==> config.mk <==
export PLATFORM = sky130hd
export DESIGN_NAME = led_backlight_pattern_generator
export DESIGN_NICKNAME = d
export VERILOG_FILES = /design/src/lbpg_pkg.sv /design/src/led_backlight_pattern_generator.sv /design/src/lbpg_front.sv /design/src/lbpg_queue.sv /design/src/lbpg_back.sv
export SDC_FILE = /design/constraint.sdc
export NUM_CORES = 1
export LEC_CHECK = 0
export ABC_CLOCK_PERIOD_IN_PS = 6400
export BUFFER_PORTS_ARGS = -buffer_cell sky130_fd_sc_hd__buf_2
export CAP_MARGIN = 20
export CORE_ASPECT_RATIO = 0.5
export CORE_MARGIN = 2
export CORE_UTILIZATION = 45
export CTS_CLUSTER_DIAMETER = 50
export DETAILED_ROUTE_END_ITERATION = 8
export GPL_TIMING_DRIVEN = 0
export MAX_ROUTING_LAYER = met4
export PLACE_DENSITY_LB_ADDON = 0.05
export SYNTH_ARGS = -nofsm -noshare
export SYNTH_HDL_FRONTEND = slang
export SYNTH_SLANG_ARGS = --single-unit
==> constraint.sdc <==
create_clock -name clk_i -period 6.4 [get_ports clk_i]
set_clock_uncertainty 0.15 [all_clocks]
set_input_delay 0.32 -clock clk_i [delete_from_list [all_inputs] [get_ports clk_i]]
set_output_delay 0.32 -clock clk_i [all_outputs]
set_load 0.02 [all_outputs]
==> src/lbpg_pkg.sv <==
// Package for the LED backlight pattern generator.
// Holds field widths, register indexes and reset values, and the queue depth.
// No dependencies.
package lbpg_pkg;

  localparam int unsigned LED_COUNT_DEF = 32;
  localparam int unsigned MAX_RESULTS   = 32;

  localparam int unsigned TIME_W     = 64;
  localparam int unsigned INTERVAL_W = 20;
  localparam int unsigned SHIFT_W    = 3;
  localparam int unsigned LED_IDX_W  = 5;
  localparam int unsigned CH_W       = 8;
  localparam int unsigned CFG_IDX_W  = 2;
  localparam int unsigned CFG_DATA_W = 20;

  // Configuration register indexes.
  localparam logic [CFG_IDX_W-1:0] CFG_PATTERN  = 2'd0;
  localparam logic [CFG_IDX_W-1:0] CFG_SHIFT    = 2'd1;
  localparam logic [CFG_IDX_W-1:0] CFG_INTERVAL = 2'd2;

  // Pattern codes.
  localparam logic PAT_SNAKE   = 1'b0;
  localparam logic PAT_RAINBOW = 1'b1;

  // Reset values.
  localparam logic                  PATTERN_RST  = PAT_RAINBOW;
  localparam logic [SHIFT_W-1:0]    SHIFT_RST    = 3'd3;
  localparam logic [INTERVAL_W-1:0] INTERVAL_RST = 20'd33000;

  localparam int unsigned Q_DEPTH = 2;

endpackage

==> src/led_backlight_pattern_generator.sv <==
// Top level of the LED backlight pattern generator: config registers and wiring.
// Instantiates lbpg_front, lbpg_queue and lbpg_back; depends on lbpg_pkg.
//
//   channel  direction  handshake                  payload
//   in       input      in_valid_i / in_ready_o    now_us_i, frame_sent_i
//   out      output     out_valid_o / out_ready_i  led_index_o, red_o, green_o,
//                                                  blue_o, last_led_o
//   cfg      input      cfg_we_i (no wait)         cfg_index_i, cfg_wdata_i
//
// The front end checks the frame interval of each input beat with one 64-bit
// subtract and compare. A frame yields min(LED_COUNT, 32) output beats at one per
// cycle unless the output stalls, paced by the LED counter in the back end; the
// first beat passes the queue, the LED counter and the output register. Frames
// follow each other without a gap while the queue holds a command.
// Reset clears time, phase, queue and output valid; no clearing pass is needed.
// A stall on the output only backs up the queue; in_ready_o drops when it is full.
module led_backlight_pattern_generator #(
  parameter int unsigned LED_COUNT = lbpg_pkg::LED_COUNT_DEF
) (
  input  logic                                clk_i,
  input  logic                                rst_ni,
  input  logic                                cfg_we_i,
  input  logic [lbpg_pkg::CFG_IDX_W-1:0]      cfg_index_i,
  input  logic [lbpg_pkg::CFG_DATA_W-1:0]     cfg_wdata_i,
  input  logic                                in_valid_i,
  output logic                                in_ready_o,
  input  logic [lbpg_pkg::TIME_W-1:0]         now_us_i,
  input  logic                                frame_sent_i,
  output logic                                out_valid_o,
  input  logic                                out_ready_i,
  output logic [lbpg_pkg::LED_IDX_W-1:0]      led_index_o,
  output logic [lbpg_pkg::CH_W-1:0]           red_o,
  output logic [lbpg_pkg::CH_W-1:0]           green_o,
  output logic [lbpg_pkg::CH_W-1:0]           blue_o,
  output logic                                last_led_o
);
  import lbpg_pkg::*;

  localparam int unsigned PHASE_W = $clog2(LED_COUNT);

  // Configuration registers; written by user only while block idle; unchecked.
  logic                  pattern_q;
  logic [SHIFT_W-1:0]    shift_q;
  logic [INTERVAL_W-1:0] interval_q;

  always_ff @(posedge clk_i or negedge rst_ni) begin
    if (!rst_ni) begin
      pattern_q  <= PATTERN_RST;
      shift_q    <= SHIFT_RST;
      interval_q <= INTERVAL_RST;
    end else if (cfg_we_i) begin
      unique case (cfg_index_i)
        CFG_PATTERN:  pattern_q  <= cfg_wdata_i[0];
        CFG_SHIFT:    shift_q    <= cfg_wdata_i[SHIFT_W-1:0];
        CFG_INTERVAL: interval_q <= cfg_wdata_i[INTERVAL_W-1:0];
        default:      ;  // unmapped index: drop the write
      endcase
    end
  end

  // Front end -> queue -> back end.
  logic               push, q_full, q_valid, pop;
  logic [PHASE_W-1:0] push_phase, q_phase;

  lbpg_front #(
    .LED_COUNT (LED_COUNT),
    .PHASE_W   (PHASE_W)
  ) u_front (
    .clk_i        (clk_i),
    .rst_ni       (rst_ni),
    .in_valid_i   (in_valid_i),
    .in_ready_o   (in_ready_o),
    .now_us_i     (now_us_i),
    .frame_sent_i (frame_sent_i),
    .interval_i   (interval_q),
    .push_o       (push),
    .push_phase_o (push_phase),
    .q_full_i     (q_full)
  );

  lbpg_queue #(
    .DATA_W (PHASE_W)
  ) u_queue (
    .clk_i       (clk_i),
    .rst_ni      (rst_ni),
    .push_i      (push),
    .push_data_i (push_phase),
    .full_o      (q_full),
    .pop_i       (pop),
    .valid_o     (q_valid),
    .pop_data_o  (q_phase)
  );

  lbpg_back #(
    .LED_COUNT (LED_COUNT),
    .PHASE_W   (PHASE_W)
  ) u_back (
    .clk_i       (clk_i),
    .rst_ni      (rst_ni),
    .q_valid_i   (q_valid),
    .q_phase_i   (q_phase),
    .pop_o       (pop),
    .pattern_i   (pattern_q),
    .shift_i     (shift_q),
    .out_valid_o (out_valid_o),
    .out_ready_i (out_ready_i),
    .led_index_o (led_index_o),
    .red_o       (red_o),
    .green_o     (green_o),
    .blue_o      (blue_o),
    .last_led_o  (last_led_o)
  );

endmodule

==> src/lbpg_front.sv <==
// Front end: accepts time stamps, checks the frame interval, keeps the phase.
// Pushes one frame command (the phase to draw) into the queue per frame.
// Depends on lbpg_pkg.
module lbpg_front #(
  parameter int unsigned LED_COUNT = lbpg_pkg::LED_COUNT_DEF,
  parameter int unsigned PHASE_W   = $clog2(LED_COUNT)
) (
  input  logic                                clk_i,
  input  logic                                rst_ni,
  input  logic                                in_valid_i,
  output logic                                in_ready_o,
  input  logic [lbpg_pkg::TIME_W-1:0]         now_us_i,
  input  logic                                frame_sent_i,
  input  logic [lbpg_pkg::INTERVAL_W-1:0]     interval_i,
  output logic                                push_o,
  output logic [PHASE_W-1:0]                  push_phase_o,
  input  logic                                q_full_i
);
  import lbpg_pkg::*;

  logic [TIME_W-1:0]  last_q, last_d;
  logic [PHASE_W-1:0] phase_q, phase_d;
  logic [TIME_W-1:0]  elapsed;
  logic               fire, trig;

  assign in_ready_o = !q_full_i;
  assign fire       = in_valid_i && in_ready_o;
  assign elapsed    = now_us_i - last_q;
  assign trig       = elapsed >= TIME_W'(interval_i);

  assign push_o       = fire && trig;
  assign push_phase_o = phase_q;

  always_comb begin
    last_d  = last_q;
    phase_d = phase_q;
    if (push_o) begin
      last_d = now_us_i;
      if (frame_sent_i) begin
        if (phase_q == PHASE_W'(LED_COUNT - 1)) begin
          phase_d = '0;
        end else begin
          phase_d = phase_q + 1'b1;
        end
      end
    end
  end

  always_ff @(posedge clk_i or negedge rst_ni) begin
    if (!rst_ni) begin
      last_q  <= '0;
      phase_q <= '0;
    end else begin
      last_q  <= last_d;
      phase_q <= phase_d;
    end
  end

`ifndef SYNTHESIS
  a_phase_range: assert property (@(posedge clk_i) disable iff (!rst_ni)
    phase_q <= PHASE_W'(LED_COUNT - 1))
    else $error("phase out of range");
  a_time_taken: assert property (@(posedge clk_i) disable iff (!rst_ni)
    push_o |=> last_q == $past(now_us_i))
    else $error("frame time not recorded");
  a_early_keeps: assert property (@(posedge clk_i) disable iff (!rst_ni)
    (fire && !trig) |=> ($stable(phase_q) && $stable(last_q)))
    else $error("early beat changed state");
`endif

endmodule

==> src/lbpg_queue.sv <==
// Short command queue between front end and back end.
// Holds frame phases; push and pop may happen in the same cycle.
// Depends on lbpg_pkg.
module lbpg_queue #(
  parameter int unsigned DATA_W = 5
) (
  input  logic              clk_i,
  input  logic              rst_ni,
  input  logic              push_i,
  input  logic [DATA_W-1:0] push_data_i,
  output logic              full_o,
  input  logic              pop_i,
  output logic              valid_o,
  output logic [DATA_W-1:0] pop_data_o
);
  import lbpg_pkg::*;

  localparam int unsigned PTR_W = (Q_DEPTH > 1) ? $clog2(Q_DEPTH) : 1;
  localparam int unsigned CNT_W = $clog2(Q_DEPTH + 1);

  logic [DATA_W-1:0] mem_q [Q_DEPTH];
  logic [PTR_W-1:0]  wr_ptr_q, rd_ptr_q;
  logic [CNT_W-1:0]  cnt_q;

  assign full_o     = cnt_q == CNT_W'(Q_DEPTH);
  assign valid_o    = cnt_q != '0;
  assign pop_data_o = mem_q[rd_ptr_q];

  always_ff @(posedge clk_i) begin
    if (push_i) begin
      mem_q[wr_ptr_q] <= push_data_i;
    end
  end

  always_ff @(posedge clk_i or negedge rst_ni) begin
    if (!rst_ni) begin
      wr_ptr_q <= '0;
      rd_ptr_q <= '0;
      cnt_q    <= '0;
    end else begin
      if (push_i) begin
        wr_ptr_q <= (wr_ptr_q == PTR_W'(Q_DEPTH - 1)) ? '0 : wr_ptr_q + 1'b1;
      end
      if (pop_i) begin
        rd_ptr_q <= (rd_ptr_q == PTR_W'(Q_DEPTH - 1)) ? '0 : rd_ptr_q + 1'b1;
      end
      case ({push_i, pop_i})
        2'b10:   cnt_q <= cnt_q + 1'b1;
        2'b01:   cnt_q <= cnt_q - 1'b1;
        default: cnt_q <= cnt_q;
      endcase
    end
  end

endmodule

==> src/lbpg_back.sv <==
// Back end: walks a frame's LEDs to an output reg, one color per cycle unless stalled.
// Hue wheel sector and fraction come from an elaboration-time table per position.
// Depends on lbpg_pkg.
module lbpg_back #(
  parameter int unsigned LED_COUNT = lbpg_pkg::LED_COUNT_DEF,
  parameter int unsigned PHASE_W   = $clog2(LED_COUNT)
) (
  input  logic                              clk_i,
  input  logic                              rst_ni,
  input  logic                              q_valid_i,
  input  logic [PHASE_W-1:0]                q_phase_i,
  output logic                              pop_o,
  input  logic                              pattern_i,
  input  logic [lbpg_pkg::SHIFT_W-1:0]      shift_i,
  output logic                              out_valid_o,
  input  logic                              out_ready_i,
  output logic [lbpg_pkg::LED_IDX_W-1:0]    led_index_o,
  output logic [lbpg_pkg::CH_W-1:0]         red_o,
  output logic [lbpg_pkg::CH_W-1:0]         green_o,
  output logic [lbpg_pkg::CH_W-1:0]         blue_o,
  output logic                              last_led_o
);
  import lbpg_pkg::*;

  localparam int unsigned NUM_OUT = (LED_COUNT < MAX_RESULTS) ? LED_COUNT : MAX_RESULTS;
  localparam int unsigned CNT_W   = $clog2(NUM_OUT);
  localparam logic [CH_W-1:0] FULL = 8'd255;

  // Hue wheel table: sector and fraction for each wheel position.
  logic [2:0]      sec_tbl  [LED_COUNT];
  logic [CH_W-1:0] frac_tbl [LED_COUNT];

  for (genvar g = 0; g < LED_COUNT; g++) begin : g_hue
    localparam int unsigned P = 6 * g;
    assign sec_tbl[g]  = 3'(P / LED_COUNT);
    assign frac_tbl[g] = CH_W'((255 * (P % LED_COUNT)) / LED_COUNT);
  end

  logic               busy_q, busy_d;
  logic [CNT_W-1:0]   idx_q, idx_d;
  logic [PHASE_W-1:0] phase_q, phase_d;
  logic               advance, emit, last_beat;

  logic [PHASE_W:0]   sum;
  logic [PHASE_W-1:0] x;
  logic [2:0]         sec;
  logic [CH_W-1:0]    f, rr, gg, bb, r_c, g_c, b_c;

  logic                 out_vld_q;
  logic [LED_IDX_W-1:0] idx_out_q;
  logic [CH_W-1:0]      r_q, g_q, b_q;
  logic                 last_q;

  assign advance   = !out_vld_q || out_ready_i;
  assign emit      = busy_q && advance;
  assign last_beat = idx_q == CNT_W'(NUM_OUT - 1);
  assign pop_o     = q_valid_i && (!busy_q || (emit && last_beat));

  // Wheel position of this LED, wrapped once.
  assign sum = {1'b0, PHASE_W'(idx_q)} + {1'b0, phase_q};
  always_comb begin
    if (sum >= (PHASE_W + 1)'(LED_COUNT)) begin
      x = PHASE_W'(sum - (PHASE_W + 1)'(LED_COUNT));
    end else begin
      x = sum[PHASE_W-1:0];
    end
  end

  assign sec = sec_tbl[x];
  assign f   = frac_tbl[x];

  always_comb begin
    case (sec)
      3'd1:    begin rr = FULL - f; gg = FULL;     bb = '0;       end
      3'd2:    begin rr = '0;       gg = FULL;     bb = f;        end
      3'd3:    begin rr = '0;       gg = FULL - f; bb = FULL;     end
      3'd4:    begin rr = f;        gg = '0;       bb = FULL;     end
      3'd5:    begin rr = FULL;     gg = '0;       bb = FULL - f; end
      default: begin rr = FULL;     gg = f;        bb = '0;       end
    endcase
  end

  always_comb begin
    r_c = '0;
    g_c = '0;
    b_c = '0;
    if (pattern_i == PAT_RAINBOW) begin
      r_c = rr >> shift_i;
      g_c = gg >> shift_i;
      b_c = bb >> shift_i;
    end else if (x < PHASE_W'(5)) begin
      r_c = FULL;
    end else if (x < PHASE_W'(10)) begin
      g_c = FULL;
    end else if (x < PHASE_W'(15)) begin
      b_c = FULL;
    end
  end

  always_comb begin
    busy_d  = busy_q;
    idx_d   = idx_q;
    phase_d = phase_q;
    if (emit) begin
      if (last_beat) begin
        busy_d = 1'b0;
      end else begin
        idx_d = idx_q + 1'b1;
      end
    end
    if (pop_o) begin
      busy_d  = 1'b1;
      idx_d   = '0;
      phase_d = q_phase_i;
    end
  end

  always_ff @(posedge clk_i or negedge rst_ni) begin
    if (!rst_ni) begin
      busy_q    <= 1'b0;
      idx_q     <= '0;
      phase_q   <= '0;
      out_vld_q <= 1'b0;
    end else begin
      busy_q  <= busy_d;
      idx_q   <= idx_d;
      phase_q <= phase_d;
      if (advance) begin
        out_vld_q <= busy_q;
      end
    end
  end

  always_ff @(posedge clk_i) begin
    if (emit) begin
      idx_out_q <= LED_IDX_W'(idx_q);
      r_q       <= r_c;
      g_q       <= g_c;
      b_q       <= b_c;
      last_q    <= last_beat;
    end
  end

  assign out_valid_o = out_vld_q;
  assign led_index_o = idx_out_q;
  assign red_o       = r_q;
  assign green_o     = g_q;
  assign blue_o      = b_q;
  assign last_led_o  = last_q;

`ifndef SYNTHESIS
  a_idx_range: assert property (@(posedge clk_i) disable iff (!rst_ni)
    busy_q |-> idx_q <= CNT_W'(NUM_OUT - 1))
    else $error("LED counter past frame end");
  a_last_index: assert property (@(posedge clk_i) disable iff (!rst_ni)
    (out_vld_q && last_q) |-> idx_out_q == LED_IDX_W'(NUM_OUT - 1))
    else $error("last flag on wrong LED");
  a_pop_starts: assert property (@(posedge clk_i) disable iff (!rst_ni)
    pop_o |=> (busy_q && idx_q == '0))
    else $error("popped frame did not start");
`endif

endmodule

==> results.py <==
metrics = {
    "outcome": {
        "status": "finished, final reports clean",
    },
    "timing": {
        "max_freq_ghz": 0.165,
        "drv_slew": 0,
        "period_share_pct": 94.6,
        "hold-worst-slack_ns": 0.0210,
        "finalHoldViolCount": 0,
        "tightest_slew_ns": 1.16,
        "period_needed_ns": 6.05,
        "setup_viol": 0,
        "rsz0062_at_grt": "false",
        "tns_ns": 0,
        "setup_slack_ns": 0.348,
        "max_slew_margin_pct": 22.0,
    },
    "grt": {
        "grt_use_met1_pct": 36.3,
        "met3_usage_pct": 4.78,
        "grt_pass1_vias": 10857,
        "overflow": 0,
        "met2_usage_pct": 41.0,
        "grt_max_degree": 71,
        "busiest_layer": "met2",
        "gr-usage-all-layers_pct": 26.5,
        "grt_pass1_wl_microns": 57600,
        "antenna_found_initial": 1,
    },
    "cells_and_area": {
        "final_common_cell": "buf_2",
        "num-fill-cells": 2474,
        "final_cells": 1965,
        "syn2layout_area_growth_pct": 21.8,
        "mostFrequentLayoutCells": "buf_2, a21oi_1, inv_1",
        "nets": 1789,
        "drive_gt1_share_pct": 19.1,
    },
    "synthesis": {
        "synth_cells": 1368,
        "async_flop_share_pct": 73.2,
        "synth_cell_type_count": 90,
        "synth_top_area_share_pct": 20.8,
        "ys_seq_area_share_pct": 32.4,
        "ys.flop_type": "dfrtp_1",
        "syn_area_sq_um": 12100,
        "yosys.area.top_type": "dfrtp_1",
        "synth_edf_count": 40,
        "syn_nets": 1558,
        "syn_avg_cell_area_sq_um": 8.87,
        "synth_area_leaders": "dfrtp_1, edfxtp_1, ha_1",
        "synth-seq-cells": 149,
        "yosys_warnings": 0,
    },
    "clock_network": {
        "cts_tree": "done",
        "ctsHtreeMaxLevel": 4,
        "clk_latency_ns": 0.45,
        "numCtsBuffers": 17,
        "root_buffer": "clkbuf_16",
        "clk_path_buf_depth": 2,
        "path_clk_slew_ns": 0.07,
        "clock_sinks": 149,
    },
    "route": {
        "vias": 11152,
        "detail_route.wl_per_cell_microns": 18.2,
        "wirelength_microns": 35700,
        "drt_iter0_drc": 878,
        "ant_nets": 0,
        "drc": 0,
        "dr.pass1.iters": 5,
        "avgViaCountPerCell": 5.68,
    },
    "power_and_ir_drop": {
        "pwr-share-clk_pct": 12.3,
        "peakVddDrop_mv": 0.248,
        "leakage_uw": 0.00654,
        "p_int_uw": 4130,
        "seqPwrFrac_pct": 19.5,
        "combPwrFrac_pct": 68.2,
        "p_sw_uw": 4190,
        "switching_share_pct": 50.4,
        "p_per_area_nw_per_um2": 563,
    },
    "placed_design": {
        "placed_cells": 1844,
        "dpl.hpwl_microns": 27900,
        "port_buffers": 123,
        "dp_slack_ns": -0.423,
        "gp_congestion": 0.947,
    },
    "critical_path": {
        "r2r_start": "u_front.last_q[15]",
        "arrival_ns": 6.28,
        "startpoint": "u_front.last_q[15]",
        "startpoint_type": "flop",
        "path_class": "flop to flop",
        "critPathRequiredTime_ns": 6.63,
        "worstPathMaxFanout": 10,
        "regToRegSetupSlack_ns": 0.35,
        "crit_path_end_kind": "flop",
    },
    "floorplan": {
        "ios": 124,
        "core_area_sq_um": 26500,
        "die-area_sq_um": 28400,
        "die-height_microns": 120,
        "rows": 42,
        "die_w_microns": 236,
        "start_util_pct": 45.8,
    },
    "flow_run": {
        "maxCapViolCount": 0,
    },
    "hold_path": {
        "hp-class": "input pin to flop",
        "worstHoldStart": "now_us_i[1]",
    },
}
## through the flow
step / util, % / total power [uW] / cell area [sq um]
6_report: 55.8 / 8330 / 14800
5_1_grt: 55.8 / 9040 / 14800
4_1_cts: 55.3 / 8210 / 14700
3_5_place_dp: 49.9 / 7100 / 13200
3_3_place_gp: 49.8 / 7010 / 13200
2_1_floorplan: - / 5700 / 12100
## metal layers
layer  share of wire (%)  routed length [microns]
met5                   0                        0
met4                 1.3                      467
met3                 5.6                     1990
met2                  45                    16000
met1                  48                    17200
## cells by family (layout without fill, tap and decap cells)
family                   after synthesis  after routing  share of synthesized area [%]
AND/OR/NAND/NOR                      396            396                           16.2
AO/OA/AOI/OAI                        392            392                           20.6
other                                  0              1                              0
XOR/XNOR                              64             64                           4.62
multiplexers                         111            111                           10.2
flip-flops                           149            149                           32.4
adder cells (fa/ha/maj)               98             98                           10.2
buffers and inverters                158            402                           5.71
## critical path, cell delays in order (launching register included)
cell,delay (ns)
dfrtp_1,0.36
inv_1,0.05
ha_1,0.35
and4_1,0.26
and2_1,0.20
a221oi_2,0.29
nand2_2,0.17
a31oi_2,0.23
xnor2_1,0.14
ha_1,0.28
a21oi_1,0.18
o21ai_2,0.15
nor3_2,0.16
nand2_1,0.08
nor3_2,0.14
o2111ai_2,0.16
a211oi_2,0.34
o2111ai_1,0.16
or4_1,0.54
or4_4,0.56
nand2_8,0.15
buf_12,0.17
buf_12,0.14
ha_1,0.25
nor2_1,0.13
xor2_1,0.15
## path summary, 6_finish.rpt
kind                                            to  depth (start not counted)
worst min register to register  u_front.last_q[47]                          1
min in group asynchronous       u_front.last_q[27]                          2
worst max-delay path              u_queue.cnt_q[1]                         25
worst max register to register    u_queue.cnt_q[1]                         25
worst min-delay path             u_front.last_q[1]                          2
max in group asynchronous               shift_q[0]                          3
## Yosys cell counts (all sizes together) (4+ instances only)
master / n
a31oi: 14
nand3: 18
nor2b: 7
dfrtp: 101
o21a: 17
o21ai: 98
o21bai: 8
o2111ai: 7
a21oi: 133
xnor2: 34
edfxtp: 40
o22ai: 5
inv: 111
a21o: 25
a21boi: 6
o31ai: 4
or4: 5
ha: 96
mux2i: 13
nor4: 12
dfstp: 8
nand4: 32
or3: 6
a221oi: 5
or2: 6
clkbuf: 24
nand2b: 22
mux2: 98
and2: 9
o221ai: 4
and4: 11
a211oi: 9
nor3: 35
a22oi: 5
nor2: 100
xor2: 30
nand2: 111
o211ai: 15
and3: 12
buf: 22
## power groups by stage
stage               sequential [uW]  combinational (uW)  clock, uW
floorplan                      1710                4000          0
global placement               1620                5390          0
detailed placement             1640                5460          0
CTS                            1620                5540       1040
global route                   1670                6280       1090
finish                         1620                5680       1020
## final cells by class
type	instances	area [sq um]	area share, %
Inverter	112	420	2.84
Clock inverter	14	136	0.922
Multi-Input combinational cell	1061	7600	51.4
Tap cell	352	440	2.98
Clock buffer	18	439	2.97
Antenna cell	1	2.50	0.0169
Sequential cell	149	3940	26.6
Buffer	46	278	1.88
Timing Repair Buffer	212	1540	10.4
## what timing repair did
item,4_1_cts,5_1_grt
setup endpoints to repair,39,71
hold buffers,85,0
endpoints found under the hold margin,125,0
setup buffers,0,2
pin swaps,2,7
resized for setup,4,18
cloned,0,0
## flip-flops by register name, summed over array words and instances (netlist names), 2 cells and up
register	count
u_back.phase_q	5
u_queue.cnt_q	2
u_queue.mem_q	10
u_back.blue_o	8
u_back.led_index_o	5
u_back.green_o	8
u_front.last_q	64
interval_q	20
u_back.red_o	8
u_front.push_phase_o	5
shift_q	3
u_back.idx_q	5
Power figures use the tool's default switching activity.
